### src/design/xcr_pkg.sv
// Shared types and constants for the XMODEM checksum receiver.
// No dependencies; imported by every module of the block.
package xcr_pkg;

  localparam int BlockBytes = 128;
  localparam int CntW       = $clog2(BlockBytes + 1);
  localparam int CancelLen  = 9;
  localparam int CanLen     = 5;
  localparam int SeqW       = $clog2(CancelLen);

  localparam logic [7:0] ErrorLimitRst = 8'd20;

  localparam logic [7:0] ChSoh = 8'd1;
  localparam logic [7:0] ChEot = 8'd4;
  localparam logic [7:0] ChAck = 8'd6;
  localparam logic [7:0] ChBs  = 8'd8;
  localparam logic [7:0] ChNak = 8'd21;
  localparam logic [7:0] ChCan = 8'd24;

  typedef enum logic [1:0] {
    KIND_START   = 2'd0,
    KIND_BYTE    = 2'd1,
    KIND_TIMEOUT = 2'd2
  } xcr_kind_e;

  typedef enum logic [2:0] {
    PH_IDLE = 3'd0,
    PH_HUNT = 3'd1,
    PH_BLK  = 3'd2,
    PH_COMP = 3'd3,
    PH_DATA = 3'd4,
    PH_CSUM = 3'd5,
    PH_DONE = 3'd6
  } xcr_phase_e;

  typedef enum logic [1:0] {
    BS_NONE    = 2'd0,
    BS_COMMIT  = 2'd1,
    BS_DISCARD = 2'd2,
    BS_DUP     = 2'd3
  } xcr_bstat_e;

  typedef enum logic [2:0] {
    FS_RUNNING   = 3'd0,
    FS_COMPLETED = 3'd1,
    FS_CANCELLED = 3'd2,
    FS_TIMEOUTS  = 3'd3,
    FS_ERRORS    = 3'd4
  } xcr_fstat_e;

  typedef enum logic [1:0] {
    DESC_NONE   = 2'd0,
    DESC_SINGLE = 2'd1,
    DESC_CANCEL = 2'd2
  } xcr_desc_e;

  typedef struct packed {
    logic       send_valid;
    logic [7:0] send_byte;
    logic       data_valid;
    logic [7:0] data_byte;
    xcr_bstat_e block_status;
    xcr_fstat_e finish_status;
  } xcr_res_t;

  // For a cancel, res carries the block status of the first word and the
  // finish status of the final word.
  typedef struct packed {
    xcr_desc_e kind;
    xcr_res_t  res;
  } xcr_desc_t;

endpackage

### src/design/xmodem_checksum_receiver_unit.sv
// Top level of the XMODEM checksum receiver: input register, core, emitter.
// Depends on xcr_pkg, xcr_core and xcr_emit.
//
// Usage:
//   s_axis carries one event per word: tuser = kind (start, line byte,
//   timeout), tdata = the received line byte. m_axis carries the result
//   words; tlast marks the final word caused by one event. Events that
//   cause nothing produce no word.
//   cfg writes error_limit; write it only while the block is idle.
// Order: an event's first word reaches the output register through the input
//   register, then the result register, once the emitter takes the event.
// Throughput: one event per cycle while each event gives at most one word and
//   m_axis_tready is high. The cancel sequencer gives a cancel nine words, one
//   per cycle while it is high, holding off new events till its last is taken.
// Reset: the block is idle, waiting for a start event, error_limit is 20,
//   and no word is pending.
// Stall: when m_axis_tready is low the result word holds, one more event
//   waits in the input register, and then s_axis_tready drops.
module xmodem_checksum_receiver_unit import xcr_pkg::*; (
  input  logic        clk_i,
  input  logic        rst_ni,
  input  logic        s_axis_tvalid,
  output logic        s_axis_tready,
  input  logic [7:0]  s_axis_tdata,   // [7:0] rx_byte
  input  logic [1:0]  s_axis_tuser,   // [1:0] kind
  output logic        m_axis_tvalid,
  input  logic        m_axis_tready,
  output logic [23:0] m_axis_tdata,   // [7:0] send_byte, [15:8] data_byte,
                                      // [17:16] block_status, [20:18] finish_status
  output logic [1:0]  m_axis_tuser,   // [0] send_valid, [1] data_valid
  output logic        m_axis_tlast,
  input  logic        cfg_valid_i,
  output logic        cfg_ready_o,
  input  logic [7:0]  cfg_data_i
);

  logic       in_valid_q;
  logic [1:0] in_kind_q;
  logic [7:0] in_byte_q;
  logic [7:0] error_limit_q;
  logic       emit_ready;
  logic       fire;
  xcr_desc_t  desc;
  xcr_res_t   out_res;

  assign cfg_ready_o   = 1'b1;
  assign fire          = in_valid_q && emit_ready;
  assign s_axis_tready = !in_valid_q || emit_ready;

  always_ff @(posedge clk_i or negedge rst_ni) begin
    if (!rst_ni) begin
      in_valid_q    <= 1'b0;
      error_limit_q <= ErrorLimitRst;
    end else begin
      if (s_axis_tvalid && s_axis_tready) begin
        in_valid_q <= 1'b1;
      end else if (fire) begin
        in_valid_q <= 1'b0;
      end
      if (cfg_valid_i && cfg_ready_o) begin
        error_limit_q <= cfg_data_i;
      end
    end
  end

  always_ff @(posedge clk_i) begin
    if (s_axis_tvalid && s_axis_tready) begin
      in_kind_q <= s_axis_tuser;
      in_byte_q <= s_axis_tdata;
    end
  end

  xcr_core u_core (
    .clk_i         (clk_i),
    .rst_ni        (rst_ni),
    .fire_i        (fire),
    .kind_i        (xcr_kind_e'(in_kind_q)),
    .byte_i        (in_byte_q),
    .error_limit_i (error_limit_q),
    .desc_o        (desc)
  );

  xcr_emit u_emit (
    .clk_i        (clk_i),
    .rst_ni       (rst_ni),
    .desc_valid_i (in_valid_q),
    .desc_i       (desc),
    .ready_o      (emit_ready),
    .out_valid_o  (m_axis_tvalid),
    .out_res_o    (out_res),
    .out_last_o   (m_axis_tlast),
    .out_ready_i  (m_axis_tready)
  );

  assign m_axis_tdata = {3'b000, out_res.finish_status, out_res.block_status,
                         out_res.data_byte, out_res.send_byte};
  assign m_axis_tuser = {out_res.data_valid, out_res.send_valid};

  a_cancel_runs_on : assert property (@(posedge clk_i) disable iff (!rst_ni)
    m_axis_tvalid && m_axis_tready && !m_axis_tlast |=> m_axis_tvalid)
    else $error("cancel sequence broke off before its final word");

  a_cancel_sends : assert property (@(posedge clk_i) disable iff (!rst_ni)
    m_axis_tvalid && !m_axis_tlast |-> m_axis_tuser[0] && !m_axis_tuser[1])
    else $error("non-final word is not a reply byte");

  a_one_kind : assert property (@(posedge clk_i) disable iff (!rst_ni)
    m_axis_tvalid |-> !(m_axis_tuser[0] && m_axis_tuser[1]))
    else $error("word carries both a reply and a payload byte");

  a_stall_holds_input : assert property (@(posedge clk_i) disable iff (!rst_ni)
    in_valid_q && !emit_ready |=> in_valid_q && $stable(in_byte_q))
    else $error("pending event lost while the emitter was busy");

endmodule

### src/design/xcr_core.sv
// Protocol state and per-event decision logic of the XMODEM receiver.
// Depends on xcr_pkg; feeds a result descriptor to xcr_emit.
module xcr_core import xcr_pkg::*; (
  input  logic       clk_i,
  input  logic       rst_ni,
  input  logic       fire_i,
  input  xcr_kind_e  kind_i,
  input  logic [7:0] byte_i,
  input  logic [7:0] error_limit_i,
  output xcr_desc_t  desc_o
);

  xcr_phase_e      phase_q, phase_d;
  logic [7:0]      last_good_q, last_good_d;
  logic [7:0]      hdr_q, hdr_d;
  logic [7:0]      sum_q, sum_d;
  logic [CntW-1:0] cnt_q, cnt_d;
  logic [7:0]      err_q, err_d;
  logic            bad_q, bad_d;

  logic [7:0]  expected;
  logic        in_frame;
  logic        err_req;
  xcr_bstat_e  err_bs;
  xcr_fstat_e  err_fs;
  logic [8:0]  err_next;
  logic        hdr_ok;

  always_comb begin
    expected = last_good_q + 8'd1;
    in_frame = (phase_q == PH_BLK) || (phase_q == PH_COMP) ||
               (phase_q == PH_DATA) || (phase_q == PH_CSUM);
    hdr_ok   = !bad_q && (hdr_q == expected);
    err_next = {1'b0, err_q} + 9'd1;

    phase_d     = phase_q;
    last_good_d = last_good_q;
    hdr_d       = hdr_q;
    sum_d       = sum_q;
    cnt_d       = cnt_q;
    err_d       = err_q;
    bad_d       = bad_q;
    err_req     = 1'b0;
    err_bs      = BS_NONE;
    err_fs      = FS_RUNNING;
    desc_o      = '0;

    if (fire_i) begin
      case (kind_i)
        KIND_START: begin
          last_good_d = '0;
          hdr_d       = '0;
          sum_d       = '0;
          cnt_d       = '0;
          err_d       = '0;
          bad_d       = 1'b0;
          phase_d     = PH_HUNT;
          desc_o.kind = DESC_SINGLE;
          desc_o.res.send_valid   = 1'b1;
          desc_o.res.send_byte    = ChNak;
          desc_o.res.block_status = in_frame ? BS_DISCARD : BS_NONE;
        end
        KIND_TIMEOUT: begin
          if (phase_q != PH_IDLE && phase_q != PH_DONE) begin
            err_req = 1'b1;
            err_bs  = in_frame ? BS_DISCARD : BS_NONE;
            err_fs  = FS_TIMEOUTS;
          end
        end
        KIND_BYTE: begin
          unique case (phase_q)
            PH_HUNT: begin
              if (byte_i == ChSoh) begin
                phase_d = PH_BLK;
                bad_d   = 1'b0;
                sum_d   = '0;
                cnt_d   = '0;
              end else if (byte_i == ChEot) begin
                phase_d     = PH_DONE;
                desc_o.kind = DESC_SINGLE;
                desc_o.res.send_valid    = 1'b1;
                desc_o.res.send_byte     = ChAck;
                desc_o.res.finish_status = FS_COMPLETED;
              end else if (byte_i == ChCan) begin
                phase_d     = PH_DONE;
                desc_o.kind = DESC_CANCEL;
                desc_o.res.finish_status = FS_CANCELLED;
              end
            end
            PH_BLK: begin
              hdr_d   = byte_i;
              phase_d = PH_COMP;
            end
            PH_COMP: begin
              if ((hdr_q + byte_i) != 8'hff ||
                  (hdr_q != expected && hdr_q != last_good_q)) begin
                bad_d = 1'b1;
              end
              cnt_d   = '0;
              sum_d   = '0;
              phase_d = PH_DATA;
            end
            PH_DATA: begin
              sum_d = sum_q + byte_i;
              cnt_d = cnt_q + CntW'(1);
              if (cnt_d >= CntW'(BlockBytes)) begin
                phase_d = PH_CSUM;
              end
              if (hdr_ok) begin
                desc_o.kind = DESC_SINGLE;
                desc_o.res.data_valid = 1'b1;
                desc_o.res.data_byte  = byte_i;
              end
            end
            PH_CSUM: begin
              phase_d = PH_HUNT;
              if (hdr_ok && sum_q == byte_i) begin
                last_good_d = hdr_q;
                err_d       = '0;
                desc_o.kind = DESC_SINGLE;
                desc_o.res.send_valid   = 1'b1;
                desc_o.res.send_byte    = ChAck;
                desc_o.res.block_status = BS_COMMIT;
              end else if (!bad_q && !hdr_ok) begin
                desc_o.kind = DESC_SINGLE;
                desc_o.res.send_valid   = 1'b1;
                desc_o.res.send_byte    = ChAck;
                desc_o.res.block_status = BS_DUP;
              end else begin
                err_req = 1'b1;
                err_bs  = BS_DISCARD;
                err_fs  = FS_ERRORS;
              end
            end
            default: begin
            end
          endcase
        end
        default: begin
        end
      endcase

      if (err_req) begin
        if (err_next >= {1'b0, error_limit_i}) begin
          phase_d     = PH_DONE;
          desc_o.kind = DESC_CANCEL;
          desc_o.res.block_status  = err_bs;
          desc_o.res.finish_status = err_fs;
        end else begin
          err_d       = err_next[7:0];
          phase_d     = PH_HUNT;
          desc_o.kind = DESC_SINGLE;
          desc_o.res.send_valid   = 1'b1;
          desc_o.res.send_byte    = ChNak;
          desc_o.res.block_status = err_bs;
        end
      end
    end
  end

  always_ff @(posedge clk_i or negedge rst_ni) begin
    if (!rst_ni) begin
      phase_q     <= PH_IDLE;
      last_good_q <= '0;
      hdr_q       <= '0;
      sum_q       <= '0;
      cnt_q       <= '0;
      err_q       <= '0;
      bad_q       <= 1'b0;
    end else begin
      phase_q     <= phase_d;
      last_good_q <= last_good_d;
      hdr_q       <= hdr_d;
      sum_q       <= sum_d;
      cnt_q       <= cnt_d;
      err_q       <= err_d;
      bad_q       <= bad_d;
    end
  end

endmodule

### src/design/xcr_emit.sv
// Result register and cancel sequencer: turns a descriptor into 0, 1 or 9 words.
// Depends on xcr_pkg; driven by xcr_core through the top level.
module xcr_emit import xcr_pkg::*; (
  input  logic      clk_i,
  input  logic      rst_ni,
  input  logic      desc_valid_i,
  input  xcr_desc_t desc_i,
  output logic      ready_o,
  output logic      out_valid_o,
  output xcr_res_t  out_res_o,
  output logic      out_last_o,
  input  logic      out_ready_i
);

  logic            valid_q, valid_d;
  xcr_res_t        res_q, res_d;
  logic            last_q, last_d;
  logic [SeqW-1:0] seq_q, seq_d;
  xcr_fstat_e      fs_q, fs_d;

  function automatic xcr_res_t cancel_word(logic [SeqW-1:0] k, xcr_bstat_e bs,
                                           xcr_fstat_e fs);
    xcr_res_t r;
    r            = '0;
    r.send_valid = 1'b1;
    r.send_byte  = (k < SeqW'(CanLen)) ? ChCan : ChBs;
    r.block_status  = (k == '0) ? bs : BS_NONE;
    r.finish_status = (k == SeqW'(CancelLen - 1)) ? fs : FS_RUNNING;
    return r;
  endfunction

  assign ready_o = !valid_q || (out_ready_i && last_q);

  always_comb begin
    valid_d = valid_q;
    res_d   = res_q;
    last_d  = last_q;
    seq_d   = seq_q;
    fs_d    = fs_q;

    if (valid_q && out_ready_i) begin
      if (!last_q) begin
        seq_d  = seq_q + SeqW'(1);
        res_d  = cancel_word(seq_d, BS_NONE, fs_q);
        last_d = (seq_d == SeqW'(CancelLen - 1));
      end else begin
        valid_d = 1'b0;
      end
    end

    if (desc_valid_i && ready_o) begin
      unique case (desc_i.kind)
        DESC_SINGLE: begin
          valid_d = 1'b1;
          res_d   = desc_i.res;
          last_d  = 1'b1;
        end
        DESC_CANCEL: begin
          valid_d = 1'b1;
          seq_d   = '0;
          fs_d    = desc_i.res.finish_status;
          res_d   = cancel_word('0, desc_i.res.block_status, desc_i.res.finish_status);
          last_d  = 1'b0;
        end
        default: begin
        end
      endcase
    end
  end

  always_ff @(posedge clk_i or negedge rst_ni) begin
    if (!rst_ni) begin
      valid_q <= 1'b0;
      last_q  <= 1'b0;
      seq_q   <= '0;
    end else begin
      valid_q <= valid_d;
      last_q  <= last_d;
      seq_q   <= seq_d;
    end
  end

  always_ff @(posedge clk_i) begin
    res_q <= res_d;
    fs_q  <= fs_d;
  end

  assign out_valid_o = valid_q;
  assign out_res_o   = res_q;
  assign out_last_o  = last_q;

endmodule

### config.mk
export PLATFORM = sky130hd
export DESIGN_NAME = xmodem_checksum_receiver_unit
export DESIGN_NICKNAME = d
export VERILOG_FILES = /design/src/design/xcr_pkg.sv /design/src/design/xmodem_checksum_receiver_unit.sv /design/src/design/xcr_core.sv /design/src/design/xcr_emit.sv
export SDC_FILE = /design/constraint.sdc
export NUM_CORES = 1
export LEC_CHECK = 0
export ABC_AREA = 1
export CORE_MARGIN = 4
export CORE_UTILIZATION = 35
export CTS_BUF_LIST = sky130_fd_sc_hd__clkbuf_16
export CTS_CLUSTER_DIAMETER = 30
export CTS_CLUSTER_SIZE = 30
export DETAILED_ROUTE_END_ITERATION = 10
export DONT_BUFFER_PORTS = 1
export GPL_TIMING_DRIVEN = 1
export PLACE_DENSITY = 0.48
export SLEW_MARGIN = 0
export SYNTH_ARGS = -nofsm -noshare
export SYNTH_HDL_FRONTEND = slang
export SYNTH_HIERARCHICAL = 1
export SYNTH_SLANG_ARGS = --single-unit
### constraint.sdc
create_clock -name clk_i -period 3.05 [get_ports clk_i]
set_input_delay 0.305 -clock clk_i [delete_from_list [all_inputs] [get_ports clk_i]]
set_output_delay 0.305 -clock clk_i [all_outputs]
set_load 0.02 [all_outputs]
==> flow_metrics.py, run 1 <==
metrics = {
    "logic_synthesis": {
        "ys_types": 52,
        "yosys.area.top_type": "dfrtp_1",
        "ys_ff_latch": 95,
        "syn_avg_cell_area_um2": 7.67,
        "seq_area_frac_synth": 0.398,
        "synth_edf_count": 13,
        "synthMostInstantiatedCell": "nand2_1",
        "async_flop_share": 0.621,
        "synth_flop_cell": "dfrtp_1",
        "netlist_area_um2": 5860,
        "synth.top_cell.area_share": 0.244,
        "synth_warnings": 6,
        "synthTopCellsByCount": "196 x nand2_1, 100 x inv_1, 73 x nand3_1, 58 x nor2_1, 57 x dfrtp_1",
        "syn_inst": 764,
        "synth_area_leaders": "dfrtp_1 24%, nand2_1 13%, dfxtp_1 7.9%, ha_1 7.3%, edfxtp_1 6.7%",
    },
    "clocking": {
        "cts_sinks": 95,
        "worstSkewPairLatency_ps": 360,
        "cts_buffers": 9,
        "clock_tree.root_cell": "clkbuf_16",
        "htreeDepth": 3,
        "cts_tree": "done",
        "clk_pin_slew_ps": 70,
        "cts_buffer_depth": 2,
    },
    "placed_design": {
        "hpwlAfterDp_um": 11100,
        "io_buffers": 0,
        "post_dp_cell_area_um2": 6360,
        "gp_congestion": 0.866,
        "place_inst": 1012,
    },
    "critical_path": {
        "crit_top_cell": "buf_4",
        "crit_path_start_kind": "register",
        "crit_path_top_delay_cell": "dfrtp_1",
        "r2r_setup_slack_ps": -100,
        "crit_start": "u_core/err_q[0]",
        "r2r_start": "u_core/err_q[0]",
        "cp.depth": 21,
        "worst-setup-path-type": "reg -> reg",
        "reg2reg_depth": 21,
        "critPathBufInv": 5,
        "r2r-end": "u_emit/out_res_o[0]",
        "cpLargestDelayFamily": "simple AND/OR/NAND/NOR gates",
        "path_cells": "nand3_2 > nor2_2 > nand4_1 > xnor2_2 > ha_1 > nand4_1 > buf_4 > nor2_4 > nor2_4 > nand3_4 > nand2_2 > nand2_2 > a21oi_2 > buf_4 > ha_1 > inv_2 > buf_4 > nor2_8 > buf_6 > nand2_1 > nand2_1",
        "cp_slowest_stage_delay_ps": 430,
        "cp_data_arrival_time_ps": 3450,
        "worstSetupEndpoint": "u_emit/out_res_o[0]",
        "cp-end-kind": "register",
        "crit_fanout": 8,
        "cp.required_ps": 3350,
    },
    "routing": {
        "vias_per_cell": 4.83,
        "dr.pass1.iters": 4,
        "routed_wl_um": 15000,
        "num_vias": 5062,
        "drc": 0,
        "wl_per_cell_um": 14.3,
        "drt_iter0_drc": 239,
        "ant_nets": 0,
    },
    "sta": {
        "fin_crit_sh": 1.03,
        "finalSetupViolCount": 22,
        "finalHoldViolCount": 0,
        "slew_headroom": 0.611,
        "clock.fmax_ghz": 0.318,
        "clock_skew_ps": 10.6,
        "min_period_ps": 3150,
        "tightest_slew_ps": 578,
        "slew_viol_final": 0,
        "rsz0062_at_grt": "yes",
        "timing.hold.ws_ps": 14.1,
        "final.setup.worst_slack_ps": -98.2,
    },
    "layout": {
        "area_growth_pct": 20.6,
        "diodes": 0,
        "drive_above_1_share": 0.192,
        "stdcell_count": 1047,
        "final_core_util": 0.429,
        "stdcell_area_um2": 7060,
        "layout.nets": 881,
    },
    "global_route": {
        "grt_pass1_wl_um": 24900,
        "grt_overflow_total": 0,
        "grt_pass1_vias": 5099,
        "antenna_found_initial": 0,
        "grt_start_max_net_pins": 60,
        "grt_usage": 0.166,
    },
    "status": {
        "violations": "setup timing",
        "status": "finished, violations left",
    },
    "pwr": {
        "p_leak_nw": 3.44,
        "p_per_area_nw_per_um2": 643,
        "total_power_mw": 4.54,
        "ir_worst_vdd_uv": 310,
    },
    "floorplan": {
        "num_rows": 47,
        "die_y_um": 137,
        "io_pins": 53,
        "start_util": 0.356,
        "chipWidth_um": 137,
        "core_area_um2": 16500,
        "dieArea_um2": 18900,
    },
    "hold_path": {
        "hold_path_class": "in -> reg",
    },
    "job": {
        "max_cap_viol_count": 0,
    },
}
sequential cells by signal, summed over array words and instances, names as in the netlist:
register,flops
u_emit/fs_q,3
u_emit/seq_q,4
u_core/sum_q,8
error_limit_q,8
in_kind_q,2
u_emit/out_last_o,1
u_core/phase_q,3
u_core/cnt_q,8
u_emit/out_valid_o,1
u_emit/out_res_o,23
u_core/hdr_q,8
u_core/err_q,8
u_core/bad_q,1
u_core/last_good_q,8
in_valid_q,1
in_byte_q,8
worst reg2reg max path: stages, from the launching register on:
cell     delay, ps
dfrtp_1        430
nand3_2        120
nor2_2         150
nand4_1        150
xnor2_2        180
ha_1           340
nand4_1        140
buf_4          150
nor2_4          40
nor2_4         100
nand3_4        110
nand2_2        100
nand2_2         60
a21oi_2        140
buf_4          130
ha_1           170
inv_2           50
buf_4          140
nor2_8         140
buf_6          150
nand2_1         50
nand2_1         50
worst min-delay path by stage:
stage                           start                    end  slack (ps)  cells after the start
after global routing      cfg_valid_i       error_limit_q[2]           6                      1
final                     cfg_valid_i       error_limit_q[2]          10                      1
after global placement         rst_ni  u_core/last_good_q[4]          10                      0
after floorplan                rst_ni       error_limit_q[0]           9                      0
after detailed placement       rst_ni  u_core/last_good_q[4]          10                      0
after CTS                 cfg_valid_i       error_limit_q[2]           1                      1
layout make-up:
| class | instances | area [µm²] |
|---|---|---|
| Clock buffer | 9 | 225 |
| Clock inverter | 7 | 80.1 |
| Fill cell | 1696 | 9400 |
| Inverter | 105 | 402 |
| Multi-Input combinational cell | 541 | 3170 |
| Sequential cell | 95 | 2330 |
| Tap cell | 220 | 275 |
| Timing Repair Buffer | 70 | 581 |
stage by stage:
| step | setup WS, ps | TNS [ps] |
|---|---|---|
| floorplan | 12.1 | 0 |
| global placement | -164 | -2910 |
| detailed placement | -243 | -4910 |
| CTS | -69.4 | -769 |
| global route | -282 | -5620 |
| finish | -98.2 | -1440 |
logic make-up (layout without fill, tap and decap cells):
kind of cell,after synthesis,in the layout,share of synthesized area
compound gates,99,99,0.101
xor+xnor,17,17,0.0254
fa+ha+maj,36,36,0.0795
buf+inv,133,191,0.0995
flops,95,95,0.398
other cells,3,8,0.00192
simple gates,381,381,0.295
metal layers:
layer  track usage  routed length (µm)
met5             0                   0
met4        0.0488                 294
met2         0.272                7100
met3        0.0431                 651
met1         0.216                6960
placed cells by master (no fill, tap or decap), types with 3 or more instances in the layout:
master and n:
a21oi_1 20, a21oi_2 3, a31oi_1 3, buf_4 64
clkbuf_16 9, conb_1 8, dfrtp_1 56, dfxtp_1 23
edfxtp_1 13, ha_1 31, ha_4 3, inv_1 97
inv_2 6, inv_6 3, nand2_1 183, nand2_2 18
nand3_1 69, nand3_4 5, nand3b_1 3, nand4_1 13
nor2_1 50, nor2_2 8, nor2_4 6, nor3_1 9
nor4_1 5, o21ai_0 38, o21ai_1 5, o21ai_2 4
o21bai_1 4, o31ai_1 8, xnor2_1 5, xor2_1 9
where the power goes:
group,switching [mW],internal [mW],leakage [nW]
sequential,0.265,1.49,1.09
combinational,0.985,0.635,2.20
clock,0.524,0.644,0.143
what timing repair did:
action                                  in CTS  in global routing
resized for setup                           34                 23
hold endpoints to repair                    59                  0
endpoints found under the setup margin      30                 32
hold buffers                                 2                  0
setup buffers                               16                  2
pin swaps                                   16                 12
Power figures use the tool's default switching activity.
==> run 2: changes to the inputs <==
Settings changed: ABC_AREA 1 to not set.
==> run 2 against run 1 <==
The flow still finishes with violations (setup timing). Sequential power is 8% higher. Critical endpoint is now u_emit/out_last_o. Flip-flop and latch count stayed put. Setup slack worse by 240 ps. Hold slack better by 34 ps. Clock skew is 2.4 ps lower. Power is 29% higher. Cell count is 16% lower. Count of clock-buffer cells in the layout stayed put.
==> flow_metrics.py, run 2 <==
metrics = {
    "status": {
        "status": "finished, violations left",
        "violations": "setup timing",
    },
    "global_route": {
        "grt_pass1_vias": 4595,
        "grt_pass1_wl_um": 24000,
        "grt_overflow_total": 0,
        "grt_start_max_net_pins": 60,
        "grt_usage": 0.166,
        "antenna_found_initial": 0,
    },
    "sta": {
        "clock.fmax_ghz": 0.295,
        "rsz0062_at_grt": "yes",
        "slew_viol_final": 0,
        "min_period_ps": 3390,
        "finalHoldViolCount": 0,
        "slew_headroom": 0.502,
        "final.setup.worst_slack_ps": -337,
        "finalSetupViolCount": 25,
        "tns_ps": -6110,
        "clock_skew_ps": 8.17,
        "fin_crit_sh": 1.11,
        "tightest_slew_ps": 743,
    },
    "routing": {
        "drc": 0,
        "routed_wl_um": 14700,
        "wl_per_cell_um": 16.7,
        "drt_iter0_drc": 176,
        "vias_per_cell": 5.22,
        "num_vias": 4585,
        "ant_nets": 0,
        "dr.pass1.iters": 4,
    },
    "clocking": {
        "worstSkewPairLatency_ps": 350,
        "htreeDepth": 3,
        "cts_buffer_depth": 2,
        "clock_tree.root_cell": "clkbuf_16",
        "cts_sinks": 95,
        "cts_buffers": 9,
        "clk_pin_slew_ps": 70,
        "cts_tree": "done",
    },
    "floorplan": {
        "core_area_um2": 15900,
        "num_rows": 46,
        "io_pins": 53,
        "die_y_um": 135,
        "start_util": 0.357,
        "dieArea_um2": 18300,
        "chipWidth_um": 135,
    },
    "job": {
        "max_cap_viol_count": 0,
    },
    "pwr": {
        "internal_power_mw": 3.53,
        "p_sw_mw": 2.33,
        "switching_share": 0.398,
        "total_power_mw": 5.85,
        "p_per_area_nw_per_um2": 848,
        "ir_worst_vdd_uv": 364,
        "power.share.combinational": 0.479,
        "clock_power_share": 0.198,
        "p_leak_nw": 3.01,
        "sequentialPowerShare": 0.324,
    },
    "layout": {
        "final_cell_mix": "80 x buf_4, 57 x dfrtp_1, 48 x nand2_1",
        "layout_commonest_cell": "buf_4",
        "stdcell_area_um2": 6900,
        "seq_area_um2": 2330,
        "stdcell_count": 879,
        "area_growth_pct": 21.7,
        "num-fill-cells": 1543,
        "largest_reg_flops": 23,
        "multi_input_area_um2": 3180,
        "drive_above_1_share": 0.232,
        "layout.nets": 717,
        "diodes": 0,
    },
    "logic_synthesis": {
        "async_flop_share": 0.621,
        "ys_ff_latch": 95,
        "synth_flop_cell": "dfrtp_1",
        "syn_inst": 586,
        "yosys.area.top_type": "dfrtp_1",
        "synth_edf_count": 13,
        "syn_avg_cell_area_um2": 9.68,
        "synthMostInstantiatedCell": "dfrtp_1",
        "ys_types": 76,
        "synthTopCellsByCount": "57 x dfrtp_1, 49 x nand2_1, 40 x o21ai_0, 34 x ha_1, 33 x inv_1",
        "seq_area_frac_synth": 0.411,
        "netlist_area_um2": 5670,
        "synth.top_cell.area_share": 0.251,
        "synth_area_leaders": "dfrtp_1 25%, dfxtp_1 8.1%, ha_1 7.5%, edfxtp_1 6.9%, a22o_1 4.0%",
        "synth_warnings": 6,
    },
    "placed_design": {
        "io_buffers": 0,
        "hpwlAfterDp_um": 11100,
        "post_dp_cell_area_um2": 6410,
        "gp_congestion": 0.877,
        "place_inst": 853,
    },
    "critical_path": {
        "worst-setup-path-type": "reg -> reg",
        "cp.required_ps": 3280,
        "cp_data_arrival_time_ps": 3620,
        "cp-end-kind": "register",
        "crit_path_start_kind": "register",
        "crit_fanout": 4,
    },
    "hold_path": {
        "hold_path_class": "in -> reg",
    },
}
==> run 2: path summary, 6_finish.rpt <==
path	from	endpoint	slack, ps	cells past startpoint
hold / removal	s_axis_tdata[7]	in_byte_q[7]	50	0
min in group asynchronous	rst_ni	error_limit_q[1]	510	2
max in group asynchronous	rst_ni	error_limit_q[2]	2260	2
setup reg to reg	in_byte_q[0]	u_emit/out_last_o	-340	12
setup / recovery	in_byte_q[0]	u_emit/out_last_o	-340	12
hold reg to reg	u_emit/fs_q[0]	u_emit/out_res_o[0]	480	1
==> run 2: cell type report <==
cell class | instances | share of cell area
well taps | 216 | 0.0392
flip-flops and latches | 95 | 0.338
clock buffers | 9 | 0.0326
multi-input cells | 433 | 0.461
repair buffers | 86 | 0.100
inverters | 33 | 0.0179
clock inverters | 7 | 0.0112
==> run 2: per-layer routing <==
| layer | global-route usage | part of all wire |
|---|---|---|
| met3 | 0.0316 | 0.035 |
| met4 | 0.0644 | 0.026 |
| met2 | 0.271 | 0.48 |
| met5 | 0 | 0 |
| met1 | 0.217 | 0.46 |
==> run 2: per-stage QoR <==
step | utilization | setup WS, ps | hold WS, ps
after CTS | 0.431 | -330 | 31.3
after detailed placement | 0.404 | -517 | 12.9
after floorplan | - | -378 | 9.41
after global placement | 0.404 | -432 | 12.5
final | 0.434 | -337 | 47.9
after global routing | 0.434 | -480 | 24.4
==> run 2: kinds of logic (layout without fill, tap and decap cells) <==
kind of cell | count (synthesis) | count (layout) | share of synthesized area
flops | 95 | 95 | 0.411
compound gates | 167 | 167 | 0.212
fa+ha+maj | 36 | 36 | 0.0820
other cells | 3 | 8 | 0.00198
simple gates | 179 | 179 | 0.162
mux | 12 | 12 | 0.0285
buf+inv | 63 | 135 | 0.0549
xor+xnor | 31 | 31 | 0.0479
==> run 2: what timing repair did <==
item                       in CTS  in global routing
setup endpoints to repair      32                 34
hold buffers                    2                  0
hold endpoints to repair       59                  0
setup buffers                   7                  2
resized for setup              11                 13
pin swaps                       6                  5
==> run 2: power by group through the flow <==
stage / registers (mW) / clock network (mW) / logic (mW)
after global routing: 1.94 / 1.26 / 3.10
after floorplan: 1.90 / 0 / 1.72
final: 1.89 / 1.16 / 2.80
after global placement: 1.91 / 0 / 2.64
after detailed placement: 1.92 / 0 / 2.68
after CTS: 1.90 / 1.20 / 2.77
==> run 2: critical path, cell delays in order, from the launching register on <==
cell and delay [ps]:
edfxtp_1 400, ha_1 350, nor4_2 290, nand3_1 170
and3_4 220, a211o_1 320, or3_1 420, a21oi_4 180
ha_4 230, nor2b_4 140, nand2_2 90, and3_1 170
a221o_1 290
==> run 3: changes to the inputs <==
Settings changed: RECOVER_POWER set to 25.
==> run 3 against run 2 <==
The run ends with capacitance limit, slew limit, setup timing left. Cell count unchanged. Clock power hardly changed. Count of clock-buffer cells in the layout is the same. Wire length about the same. Setup slack got worse by 0.63 ps. Power down 0.14%. Register-to-register slack is essentially flat. Highest routed layer unchanged.
==> flow_metrics.py, run 3 (synthesis results as in run 2) <==
metrics = {
    "layout": {
        "drive_above_1_share": 0.220,
        "diodes": 0,
        "final_cell_mix": "80 x buf_4, 57 x dfrtp_1, 48 x nand2_1",
        "area_growth_pct": 20.9,
        "final_core_util": 0.432,
        "stdcell_area_um2": 6860,
        "largest_reg_flops": 23,
        "layout_commonest_cell": "buf_4",
        "num-fill-cells": 1553,
        "layout.nets": 717,
    },
    "sta": {
        "slew_headroom": -0.0624,
        "clock_skew_ps": 8.13,
        "finalSetupViolCount": 25,
        "final.setup.worst_slack_ps": -338,
        "rsz0062_at_grt": "yes",
        "fin_crit_sh": 1.11,
        "finalHoldViolCount": 0,
        "min_period_ps": 3390,
        "clock.fmax_ghz": 0.295,
        "tightest_slew_ps": 1590,
        "tns_ps": -6140,
        "slew_viol_final": 60,
    },
    "placed_design": {
        "gp_congestion": 0.877,
        "io_buffers": 0,
        "pre_cts_ws_ps": -517,
        "hpwlAfterDp_um": 11100,
        "post_dp_cell_area_um2": 6410,
    },
    "clocking": {
        "cts_buffers": 9,
        "cts_tree": "done",
        "clock_tree.root_cell": "clkbuf_16",
        "htreeDepth": 3,
        "worstSkewPairLatency_ps": 350,
        "clk_pin_slew_ps": 70,
        "cts_buffer_depth": 2,
        "cts_sinks": 95,
    },
    "critical_path": {
        "worst-setup-path-type": "reg -> reg",
        "worstSetupEndpoint": "u_emit/out_last_o",
        "r2r-end": "u_emit/out_last_o",
        "cp-end-kind": "register",
        "crit_start": "in_byte_q[0]",
        "reg2reg_depth": 12,
        "r2r_start": "in_byte_q[0]",
        "cp.required_ps": 3280,
        "crit_path_start_kind": "register",
        "crit_fanout": 4,
        "r2r_setup_slack_ps": -340,
        "cp_data_arrival_time_ps": 3620,
    },
    "job": {
        "max_cap_viol_count": 1,
    },
    "floorplan": {
        "io_pins": 53,
        "core_area_um2": 15900,
        "start_util": 0.357,
        "dieArea_um2": 18300,
        "die_y_um": 135,
        "chipWidth_um": 135,
        "num_rows": 46,
    },
    "routing": {
        "drt_iter0_drc": 161,
        "routed_wl_um": 14700,
        "ant_nets": 0,
        "vias_per_cell": 5.19,
        "num_vias": 4563,
        "drc": 0,
        "dr.pass1.iters": 4,
        "wl_per_cell_um": 16.7,
    },
    "global_route": {
        "grt_pass1_vias": 4595,
        "grt_overflow_total": 0,
        "grt_start_max_net_pins": 60,
        "grt_usage": 0.166,
        "grt_pass1_wl_um": 24000,
        "antenna_found_initial": 0,
    },
    "hold_path": {
        "hold_path_class": "in -> reg",
    },
    "status": {
        "violations": "capacitance limit, slew limit, setup timing",
        "status": "finished, violations left",
    },
    "pwr": {
        "p_leak_nw": 2.98,
        "p_per_area_nw_per_um2": 852,
        "ir_worst_vdd_uv": 364,
    },
}
-- run 3: cell types whose count changed in the layout (fill, tap and decap cells not counted) --
cell,change
dfstp_1,+2
mux2_1,+6
mux2_4,-6
dfstp_2,-2
clkbuf_2,+1
buf_16,-1
-- run 3: worst min-delay path by stage --
stage | startpoint | endpoint | slack (ps) | cells past startpoint
after global routing | s_axis_tdata[6] | in_byte_q[6] | 20 | 0
final | s_axis_tdata[7] | in_byte_q[7] | 50 | 0
after CTS | s_axis_tdata[7] | in_byte_q[7] | 30 | 0
after floorplan | rst_ni | error_limit_q[0] | 9 | 0
after detailed placement | rst_ni | error_limit_q[1] | 10 | 0
after global placement | rst_ni | error_limit_q[1] | 10 | 0
-- run 3: area by class of cell --
cell class | instances | area [µm²] | area share
Timing Repair Buffer | 86 | 669 | 0.0976
Clock buffer | 9 | 225 | 0.0328
Inverter | 33 | 124 | 0.0181
Multi-Input combinational cell | 433 | 3160 | 0.461
Sequential cell | 95 | 2330 | 0.340
Clock inverter | 7 | 77.6 | 0.0113
Tap cell | 216 | 270 | 0.0394
-- run 3: stage by stage --
stage          total power, mW  hold WS, ps  cells
2_1_floorplan             3.63         9.41    591
3_3_place_gp              4.55         12.5    853
3_5_place_dp              4.60         12.9    853
4_1_cts                   5.86         31.3    878
5_1_grt                   6.29         24.4    879
6_report                  5.84         47.6    879
-- run 3: power breakdown --
group / internal, mW / total [mW] / switching [mW]
clock: 0.645 / 1.16 / 0.512
combinational: 1.29 / 2.79 / 1.50
sequential: 1.58 / 1.89 / 0.316
-- run 3: per-layer routing --
metal	track usage	wire, µm	vias to the layer above	share of wire
li1	-	-	2251	-
met1	0.217	6750	2201	0.46
met2	0.271	7020	88	0.48
met3	0.0316	550	23	0.037
met4	0.0644	365	0	0.025
met5	0	0	-	0
-- run 3: worst max-delay path: stages, from the launching register on --
cell and delay (ps):
edfxtp_1 400, ha_1 350, nor4_2 300, nand3_1 160, and3_4 220, a211o_1 320, or3_1 420, a21oi_4 180
ha_4 230, nor2b_4 140, nand2_2 90, and3_1 170, a221o_1 290
-- run 3: repair_timing --
| action | CTS | global route |
|---|---|---|
| setup endpoints to repair | 32 | 34 |
| hold buffers | 2 | 0 |
| gates resized for setup | 11 | 13 |
| gates cloned | 0 | 0 |
| endpoints found under the hold margin | 59 | 0 |
| buffers inserted | 7 | 2 |
| pin swaps | 6 | 5 |
